**src/hdl/ards_pkg.sv**
```systemverilog
`default_nettype none

package ards_pkg;

    localparam logic [7:0] NAME_SEP  = 8'h3D;  // '='
    localparam logic [7:0] VALUE_SEP = 8'h3B;  // ';'

    localparam int CMD_DEPTH = 4;

    typedef enum logic [2:0] {
        KIND_NAME_BYTE  = 3'd0,
        KIND_NAME_END   = 3'd1,
        KIND_VALUE_BYTE = 3'd2,
        KIND_VALUE_END  = 3'd3,
        KIND_OK         = 3'd4,
        KIND_CORRUPT    = 3'd5
    } kind_t;

    typedef enum logic [1:0] {
        PH_FIRST = 2'd0,
        PH_NAME  = 2'd1,
        PH_VALUE = 2'd2,
        PH_SEMI  = 2'd3
    } phase_t;

    typedef struct packed {
        logic [7:0] data_byte;
        logic       end_of_buffer;
    } in_item_t;

    typedef struct packed {
        logic [2:0] kind;
        logic [7:0] payload;
        logic       run_last;
    } out_item_t;

    // One decoded input byte: one to three results sharing the same byte.
    typedef struct packed {
        logic [1:0]      cnt;    // number of results, 1..3
        kind_t [2:0]     kinds;  // kinds[0] goes out first
        logic [7:0]      data_byte;
    } cmd_t;

endpackage

`default_nettype wire

```
**src/hdl/ards_stream_if.sv**
```systemverilog
`default_nettype none

interface ards_stream_if #(
    parameter type item_t = logic
) ();

    logic  valid;
    logic  ready;
    item_t data;

    modport source (output valid, output data, input ready);
    modport sink (input valid, input data, output ready);
    modport monitor (input valid, input data, input ready);

endinterface

`default_nettype wire

```
**src/hdl/ards_front.sv**
```systemverilog
`default_nettype none

// Classifies each byte against the parse phase and emits at most one command.
module ards_front (
    input  wire logic             clk,
    input  wire logic             rst_n,
    input  wire logic             in_valid,
    output logic                  in_ready,
    input  wire ards_pkg::in_item_t in_item,
    output logic                  push_valid,
    input  wire logic             push_ready,
    output ards_pkg::cmd_t        push_cmd
);

    ards_pkg::phase_t phase_reg;
    ards_pkg::phase_t phase_next;
    ards_pkg::phase_t ph_body;
    logic [1:0]       n_body;
    ards_pkg::kind_t  k0;
    ards_pkg::kind_t  k1;
    ards_pkg::kind_t  k2;
    logic             fire;
    logic             is_eq;
    logic             is_semi;
    logic             last;

    assign in_ready = push_ready;
    assign fire     = in_valid && push_ready;
    assign is_eq    = (in_item.data_byte == ards_pkg::NAME_SEP);
    assign is_semi  = (in_item.data_byte == ards_pkg::VALUE_SEP);
    assign last     = in_item.end_of_buffer;

    always_comb
    begin
        ards_pkg::kind_t tail;
        n_body  = 2'd1;
        ph_body = phase_reg;
        k0      = ards_pkg::KIND_NAME_BYTE;
        k1      = ards_pkg::KIND_NAME_BYTE;
        k2      = ards_pkg::KIND_NAME_BYTE;
        case (phase_reg)
            ards_pkg::PH_FIRST:
            begin
                ph_body = ards_pkg::PH_NAME;
            end
            ards_pkg::PH_NAME:
            begin
                if (is_eq)
                begin
                    k0      = ards_pkg::KIND_NAME_END;
                    ph_body = ards_pkg::PH_VALUE;
                end
            end
            ards_pkg::PH_VALUE:
            begin
                if (is_semi)
                begin
                    if (last)
                    begin
                        k0      = ards_pkg::KIND_VALUE_END;
                        ph_body = ards_pkg::PH_FIRST;
                    end
                    else
                    begin
                        n_body  = 2'd0;  // held until the next byte
                        ph_body = ards_pkg::PH_SEMI;
                    end
                end
                else
                begin
                    k0 = ards_pkg::KIND_VALUE_BYTE;
                end
            end
            default:
            begin
                if (is_semi)
                begin
                    k0      = ards_pkg::KIND_VALUE_BYTE;
                    ph_body = ards_pkg::PH_VALUE;
                end
                else
                begin
                    k0      = ards_pkg::KIND_VALUE_END;
                    k1      = ards_pkg::KIND_NAME_BYTE;
                    n_body  = 2'd2;
                    ph_body = ards_pkg::PH_NAME;
                end
            end
        endcase

        // Buffer status goes after the body results.
        tail = (ph_body == ards_pkg::PH_FIRST) ? ards_pkg::KIND_OK
                                               : ards_pkg::KIND_CORRUPT;
        push_cmd.cnt = n_body;
        phase_next   = ph_body;
        if (last)
        begin
            push_cmd.cnt = n_body + 2'd1;
            phase_next   = ards_pkg::PH_FIRST;
            case (n_body)
                2'd0:    k0 = tail;
                2'd1:    k1 = tail;
                default: k2 = tail;
            endcase
        end
        push_cmd.kinds     = {k2, k1, k0};
        push_cmd.data_byte = in_item.data_byte;
    end

    assign push_valid = in_valid && (push_cmd.cnt != 2'd0);

    always_ff @(posedge clk or negedge rst_n)
    begin
        if (!rst_n)
        begin
            phase_reg <= ards_pkg::PH_FIRST;
        end
        else if (fire)
        begin
            phase_reg <= phase_next;
        end
    end

endmodule

`default_nettype wire

```
**src/hdl/ards_cmd_fifo.sv**
```systemverilog
`default_nettype none

// Small register queue between classifier and result sequencer.
module ards_cmd_fifo (
    input  wire logic           clk,
    input  wire logic           rst_n,
    input  wire logic           push_valid,
    output logic                push_ready,
    input  wire ards_pkg::cmd_t push_cmd,
    output logic                pop_valid,
    input  wire logic           pop_ready,
    output ards_pkg::cmd_t      pop_cmd
);

    localparam int PW = $clog2(ards_pkg::CMD_DEPTH);
    localparam int CW = $clog2(ards_pkg::CMD_DEPTH + 1);

    ards_pkg::cmd_t mem_reg [ards_pkg::CMD_DEPTH];
    logic [PW-1:0]  wr_ptr_reg;
    logic [PW-1:0]  rd_ptr_reg;
    logic [CW-1:0]  count_reg;
    logic [CW-1:0]  count_next;
    logic           do_push;
    logic           do_pop;

    assign push_ready = (count_reg != CW'(ards_pkg::CMD_DEPTH));
    assign pop_valid  = (count_reg != '0);
    assign pop_cmd    = mem_reg[rd_ptr_reg];
    assign do_push    = push_valid && push_ready;
    assign do_pop     = pop_valid && pop_ready;

    always_comb
    begin
        count_next = count_reg;
        if (do_push && !do_pop)
        begin
            count_next = count_reg + CW'(1);
        end
        else if (do_pop && !do_push)
        begin
            count_next = count_reg - CW'(1);
        end
    end

    always_ff @(posedge clk)
    begin
        if (do_push)
        begin
            mem_reg[wr_ptr_reg] <= push_cmd;
        end
    end

    always_ff @(posedge clk or negedge rst_n)
    begin
        if (!rst_n)
        begin
            wr_ptr_reg <= '0;
            rd_ptr_reg <= '0;
            count_reg  <= '0;
        end
        else
        begin
            if (do_push)
            begin
                wr_ptr_reg <= wr_ptr_reg + PW'(1);
            end
            if (do_pop)
            begin
                rd_ptr_reg <= rd_ptr_reg + PW'(1);
            end
            count_reg <= count_next;
        end
    end

endmodule

`default_nettype wire

```
**src/hdl/ards_back.sv**
```systemverilog
`default_nettype none

// Walks each queued command one result per cycle, while the output is not stalled, into the output register.
module ards_back (
    input  wire logic           clk,
    input  wire logic           rst_n,
    input  wire logic           pop_valid,
    output logic                pop_ready,
    input  wire ards_pkg::cmd_t pop_cmd,
    output logic                out_valid,
    input  wire logic           out_ready,
    output ards_pkg::out_item_t out_item
);

    logic [1:0]          sub_reg;
    logic [1:0]          sub_next;
    logic                out_valid_reg;
    ards_pkg::out_item_t out_item_reg;
    ards_pkg::out_item_t out_item_next;
    ards_pkg::kind_t     cur_kind;
    logic                load;
    logic                is_final;

    assign load      = pop_valid && (!out_valid_reg || out_ready);
    assign cur_kind  = pop_cmd.kinds[sub_reg];
    assign is_final  = (sub_reg == pop_cmd.cnt - 2'd1);
    assign pop_ready = load && is_final;
    assign sub_next  = is_final ? 2'd0 : sub_reg + 2'd1;

    always_comb
    begin
        out_item_next.kind     = cur_kind;
        out_item_next.run_last = is_final;
        if ((cur_kind == ards_pkg::KIND_NAME_BYTE) ||
            (cur_kind == ards_pkg::KIND_VALUE_BYTE))
        begin
            out_item_next.payload = pop_cmd.data_byte;
        end
        else
        begin
            out_item_next.payload = 8'd0;
        end
    end

    always_ff @(posedge clk)
    begin
        if (load)
        begin
            out_item_reg <= out_item_next;
        end
    end

    always_ff @(posedge clk or negedge rst_n)
    begin
        if (!rst_n)
        begin
            out_valid_reg <= 1'b0;
            sub_reg       <= 2'd0;
        end
        else
        begin
            if (load)
            begin
                out_valid_reg <= 1'b1;
                sub_reg       <= sub_next;
            end
            else if (out_ready)
            begin
                out_valid_reg <= 1'b0;
            end
        end
    end

    assign out_valid = out_valid_reg;
    assign out_item  = out_item_reg;

endmodule

`default_nettype wire

```
**src/hdl/attr_record_stream_decoder_core.sv**
```systemverilog
`default_nettype none

// Path: a byte's command is registered in the queue, then each of its results in the output register.
// Throughput: one byte per cycle while each byte yields at most one result
// and the output is not stalled; the output side moves one result per cycle
// while not stalled, and extra results of bytes yielding two or three are soaked up by a 4-entry queue.
// Reset: rst_n asynchronous, active low; clears the parse phase, the queue
// and the output valid. No clearing pass, ready right out of reset.
module attr_record_stream_decoder_core (
    input  wire logic  clk,
    input  wire logic  rst_n,
    ards_stream_if.sink   byte_stream,
    ards_stream_if.source event_stream
);

    // Front -> queue
    logic           push_valid;
    logic           push_ready;
    ards_pkg::cmd_t push_cmd;

    // Queue -> back
    logic           pop_valid;
    logic           pop_ready;
    ards_pkg::cmd_t pop_cmd;

    // Classifier: tracks the parse phase and turns each byte into one
    // command (0..3 results). A ';' inside a value yields no command until
    // the next byte says whether it was doubled, so nothing is queued then.
    ards_front u_front (
        .clk        (clk),
        .rst_n      (rst_n),
        .in_valid   (byte_stream.valid),
        .in_ready   (byte_stream.ready),
        .in_item    (byte_stream.data),
        .push_valid (push_valid),
        .push_ready (push_ready),
        .push_cmd   (push_cmd)
    );

    // Decoupling queue: the front stalls only when it is full.
    ards_cmd_fifo u_fifo (
        .clk        (clk),
        .rst_n      (rst_n),
        .push_valid (push_valid),
        .push_ready (push_ready),
        .push_cmd   (push_cmd),
        .pop_valid  (pop_valid),
        .pop_ready  (pop_ready),
        .pop_cmd    (pop_cmd)
    );

    // Result sequencer: one result per cycle, while the output is not stalled, into a registered output,
    // run_last on the last result of each byte.
    ards_back u_back (
        .clk       (clk),
        .rst_n     (rst_n),
        .pop_valid (pop_valid),
        .pop_ready (pop_ready),
        .pop_cmd   (pop_cmd),
        .out_valid (event_stream.valid),
        .out_ready (event_stream.ready),
        .out_item  (event_stream.data)
    );

endmodule

`default_nettype wire

```
**src/flat_wrapper.sv**
```systemverilog
// flat-port wrapper written by rule: the top's interface ports become plain ports
module attr_record_stream_decoder_core_flat 
  (clk, rst_n, byte_stream_valid, byte_stream_data, byte_stream_ready, event_stream_valid, event_stream_data, event_stream_ready);
  ards_stream_if byte_stream_i ();
  ards_stream_if event_stream_i ();
  input  wire logic clk;
  input  wire logic rst_n;
  input wire logic [$bits(byte_stream_i.valid)-1:0] byte_stream_valid;
  input wire logic [$bits(byte_stream_i.data)-1:0] byte_stream_data;
  output wire logic [$bits(byte_stream_i.ready)-1:0] byte_stream_ready;
  output wire logic [$bits(event_stream_i.valid)-1:0] event_stream_valid;
  output wire logic [$bits(event_stream_i.data)-1:0] event_stream_data;
  input wire logic [$bits(event_stream_i.ready)-1:0] event_stream_ready;
  assign byte_stream_i.valid = byte_stream_valid;
  assign byte_stream_i.data = byte_stream_data;
  assign byte_stream_ready = byte_stream_i.ready;
  assign event_stream_valid = event_stream_i.valid;
  assign event_stream_data = event_stream_i.data;
  assign event_stream_i.ready = event_stream_ready;
  attr_record_stream_decoder_core u_core (.clk(clk), .rst_n(rst_n), .byte_stream(byte_stream_i), .event_stream(event_stream_i));
endmodule
```
**config.mk**
```make
export PLATFORM = sky130hd
export DESIGN_NAME = attr_record_stream_decoder_core_flat
export DESIGN_NICKNAME = d
export VERILOG_FILES = /design/src/hdl/ards_pkg.sv /design/src/hdl/ards_stream_if.sv /design/src/hdl/ards_front.sv /design/src/hdl/ards_cmd_fifo.sv /design/src/hdl/ards_back.sv /design/src/hdl/attr_record_stream_decoder_core.sv /design/src/flat_wrapper.sv
export SDC_FILE = /design/constraint.sdc
export NUM_CORES = 1
export LEC_CHECK = 0
export BUFFER_PORTS_ARGS = -buffer_cell sky130_fd_sc_hd__buf_2
export CAP_MARGIN = 10
export CORE_MARGIN = 8
export CORE_UTILIZATION = 61
export CTS_CLUSTER_SIZE = 40
export DETAILED_ROUTE_END_ITERATION = 10
export MAX_ROUTING_LAYER = met4
export PLACE_DENSITY_LB_ADDON = 0.08
export SETUP_SLACK_MARGIN = 0.02
export SLEW_MARGIN = 20
export SYNTH_ARGS = -nofsm -noshare
export SYNTH_HDL_FRONTEND = slang
export SYNTH_SLANG_ARGS = --single-unit
export TNS_END_PERCENT = 10
```
**constraint.sdc**
```tcl
create_clock -name clk -period 5.1 [get_ports clk]
set_clock_uncertainty 0.15 [all_clocks]
set_input_delay 0.765 -clock clk [delete_from_list [all_inputs] [get_ports clk]]
set_output_delay 0.765 -clock clk [all_outputs]
set_load 0.01 [all_outputs]
```
# Word-level counts from Yosys, hierarchy flattened
# Memories as Yosys holds them, arrays and structs flattened.
# Cells that the tools add are included.
# Widths: inputs -> output; s select.
# word_totals
ff_bits,13
mem_bits_rw,44
n_memories,1
# classes
addsub,7
n_eq_ne,5
muxes,19
n_reduce_logical,23
# memory_table
memory,depth,word_bits,read_ports,rd_ports_with_merged_regs,wr,line,rtl
u_core.u_fifo.mem_reg,4,11,1,0,1,ards_cmd_fifo.sv:18,ards_pkg::cmd_t mem_reg [ards_pkg::CMD_DEPTH];
# op_table
op,count
$mux 3,8
$mux 2,5
$add 2x1->2 const B,4
$logic_and 1x1->1,8
$logic_not 2->1,3
$reduce_bool 2->1,3
$reduce_or 2->1,3
$mux 1,5
$eq 2x1->1 const B,2
$pmux 2 s2,1
$add 3x1->3 const B,1
$logic_not 1->1,3
$ne 3x3->1 const B,1
$reduce_bool 3->1,1
$reduce_or 3->1,1
$sub 3x1->3 const B,1
$eq 2x2->1,1
$eq 2x2->1 const B,1
$sub 2x1->2 const B,1
$logic_or 1x1->1,1

# Longest topological paths before layout
# depth
ltp_word,12
ltp_mapped,9
mapped_depth_nobuf,9

# Cells and area by module
# From an unflattened synthesis, not the netlist that was laid out.
# hier_totals
cells_unflattened,241
area_unflattened_um2,4302.9
# modules_own_cells
mod,instances,cells_per_inst,area_each_um2,seq_area_each_um2
ards_cmd_fifo,1,134,3161.8,2457.4
ards_back,1,52,705.7,435.4
ards_front,1,54,431.7,50.0
attr_record_stream_decoder_core,1,1,3.8,0.0

# Worst setup path before layout
# Ideal clock, no wire load.
# synth_path
kind,register to register
from,register u_core.u_fifo.rd_ptr_reg[0]
to,register u_core.u_fifo.count_reg[2]
arrival_ns,2.581
path_slack_ns,2.290
stages_incl_launch_ff,10
path_buffers,0
period_less_slack_ns,2.810
path_cell_list,dfrtp_1 mux4_2 xnor2_4 mux2i_2 ha_1 inv_1 fa_1 xor2_1 nor2_1 xor2_1
# synth_between
elab_chain_cells,8
# synth_lines
element,line,rtl
"start, declared",ards_cmd_fifo.sv:20,logic [PW-1:0] rd_ptr_reg;
"start signal, assigned",ards_cmd_fifo.sv:69,rd_ptr_reg <= rd_ptr_reg + PW'(1);
$mem_v2 4x11 (*),n/a,
$sub 2x1->2 (*),ards_back.sv:26,assign is_final = (sub_reg == pop_cmd.cnt - 2'd1);
$eq 2x2->1 (*),ards_back.sv:26,
$logic_and 1x1->1 (*),ards_back.sv:27,assign pop_ready = load && is_final;
$logic_and 1x1->1 (*),ards_cmd_fifo.sv:30,assign do_pop = pop_valid && pop_ready;
$logic_not 1->1,ards_cmd_fifo.sv:35,if (do_push && !do_pop)
$logic_and 1x1->1,ards_cmd_fifo.sv:35,
$mux 3 or $reduce_bool 2->1 (tied branches),n/a,
"end signal, assigned",ards_cmd_fifo.sv:71,count_reg <= count_next;
"end, declared",ards_cmd_fifo.sv:21,logic [CW-1:0] count_reg;
# Mark *: on every way between the ends. The rest lies on a longest branch, timed or not.
# A chain may end at the register's enable or synchronous reset.

# Worst setup path after layout
# Ends and elaborated chain as after synthesis.

==> results.ini <==
[run_status]
status=complete, no violations

[routing]
drtIter0Drc=10
routed_wl_mm=1.52
vias_per_cell=5.77
vias=571
first_pass_iters=6
postRouteAntennaNets=0
drc=0
wl_per_cell_um=15.4

[timing]
worst_hold_slack_ps=152
timing.fmax_mhz=320
fin_ws_ps=1980
finalSetupViolCount=0
period_needed_ps=3120
slew_headroom=0.358
setup_tns_ps=0
hold_viol=0
slew_violations=0
tightest_slew_ps=955
fin_crit_sh=0.613
rsz0062_at_grt=false

[setup_path]
critPathSlowestCell=mux4_2
startpoint_type=flip-flop
arrival_ps=3200
crit_required_ps=5170
crit_chain=mux4_2 -> xnor2_4 -> mux2i_2 -> ha_1 -> inv_1 -> fa_1 -> xor2_1 -> nor2_1 -> xor2_1
critPathMaxFanout=5
crit_path_frequent_cell=xor2_1
end_kind=flip-flop
regToRegSetupSlack_ps=1980
worstSetupPathType=flip-flop to flip-flop
slowest_delay_ps=620

[placed_design]
placed_area_sq_um=1060
dp_slack_ps=1990
port_buffers=7
dpl.hpwl_mm=1.16
dp_cells=95
place.gp.congestion=0.795

[die]
die_area_sq_um=3200
die_width_um=56.6
io_pins=8
die_h_um=56.6
start_util=0.660
core.rowCount=14
fp.coreArea_sq_um=1520

[pwr]
combPwrFrac=0.479
p_sw_frac=0.386
clock_power_share=0.113
p_per_area_nw_per_um2=641
internal-power_mw=0.427
power.switching_mw=0.269
seq_power_share=0.408
p_total_mw=0.696
p_leak_nw=0.452
ir_drop_v=0.000375

[global_route]
first_global_vias=622
antenna_found_initial=0
grt_pass1_wl_mm=2.73
grt-ovfl-total=0
grt_start_max_net_pins=13
grt_usage=0.110

[layout]
largest_register_ffs=8
layout_commonest_cell=dfrtp_1
instances_no_fill=99
finish.instance_area_sq_um=1090
utilization=0.713
nets=95
nFillCells=118
area_growth_pct=7.96
multiInputGateArea_sq_um=462
regArea_sq_um=520
mostFrequentLayoutCells=dfrtp_1, edfxtp_1, buf_2
antennaDiodeCount=0
drive_above_1_share=0.241

[clock_network]
cts.sinks=19
cts_tree=done
cts_setup_buffers=0
insertion_delay_ps=300
cts-htree-levels=1
cts_made_buffers=3
clkTransAtPathRegs_ps=110
clockBufferDepth=2
root_buffer=clkbuf_4
cts_resized=0
holdBufCountCts=0

[logic_synthesis]
ys_ff_latch=19
synth_top_area_share=0.269
synth.distinct_cells=30
seq_area_frac_synth=0.517
synthesis.nets=84
synth_warnings=0
syn_area_sq_um=1010
yosys.area.top_type=edfxtp_1
syn_inst=73
synthTopCellsByArea=edfxtp_1, dfrtp_1, ha_1
syn_avg_cell_area_sq_um=13.8

[run]
maxCapViolCount=0

[hold_path]
hold_class=primary input to asynchronous set/reset pin

worst paths after layout:
check,from,endpoint,cells after the start
worst max register to register,u_core.u_fifo.rd_ptr_reg[0],u_core.u_fifo.count_reg[2],9
worst max-delay path,u_core.u_fifo.rd_ptr_reg[0],u_core.u_fifo.count_reg[2],9
max in group asynchronous,rst_n,u_core.u_fifo.count_reg[2],1
worst min register to register,u_core.u_fifo.count_reg[2],u_core.u_fifo.count_reg[2],1
min in group clk,u_core.u_fifo.count_reg[2],u_core.u_fifo.count_reg[2],1
worst min-delay path,rst_n,u_core.u_back.sub_reg[1],1
area by class of cell:
cell class | count | area share
Tap cell | 16 | 0.0184
Clock buffer | 3 | 0.0207
Inverter | 5 | 0.0173
Sequential cell | 19 | 0.479
Timing Repair Buffer | 7 | 0.0323
Multi-Input combinational cell | 48 | 0.425
Clock inverter | 1 | 0.00691
cell families (layout without fill, tap and decap cells):
| kind of cell | after synthesis | after routing | synth area share |
|---|---|---|---|
| fa+ha+maj | 6 | 6 | 0.0821 |
| simple gates | 24 | 24 | 0.175 |
| flops | 19 | 19 | 0.517 |
| buf+inv | 6 | 16 | 0.0236 |
| xor+xnor | 7 | 7 | 0.0796 |
| mux | 6 | 6 | 0.0908 |
| compound gates | 5 | 5 | 0.0311 |
critical path: cells and delay by family, from the launching register on:
| family | cells | cell delay, ps |
|---|---|---|
| and+or+nand+nor | 1 | 140 |
| muxes | 2 | 930 |
| adders and majority gates | 2 | 660 |
| DFF | 1 | 490 |
| buffers and inverters | 1 | 70 |
| xor gates and xnor gates | 3 | 610 |
power by group through the flow:
stage / Clock (mW) / Combinational, mW / Sequential, mW
after floorplan: 0 / 0.283 / 0.269
after global placement: 0 / 0.321 / 0.285
after detailed placement: 0 / 0.335 / 0.288
after CTS: 0.0811 / 0.338 / 0.284
after global routing: 0.0881 / 0.369 / 0.295
final: 0.0783 / 0.334 / 0.284
layer usage:
layer	vias up	share of wire	track usage
met5	-	0	-
met3	4	0.024	0.0360
met1	284	0.44	0.116
met2	5	0.52	0.180
met4	0	0.020	0.0515
li1	278	-	-
cell usage after synthesis:
cell type and number:
dfrtp_1 10, edfxtp_1 9, ha_1 5, inv_1 5
and3_1 4, nand2_1 4, xnor2_1 4, nand2b_1 3
a21oi_1 2, mux2_2 2, mux4_2 2, nor2_1 2
nor4b_4 2, or2b_1 2, xor2_1 2, a211oi_1 1
a21o_1 1, and2_0 1, buf_2 1, fa_1 1
mux2i_1 1, mux2i_2 1, nand4b_1 1, nor2b_1 1
nor3_1 1, nor4_1 1, nor4b_1 1, o22ai_1 1
or2_2 1, xnor2_4 1
(Power assumes the default switching activity.)
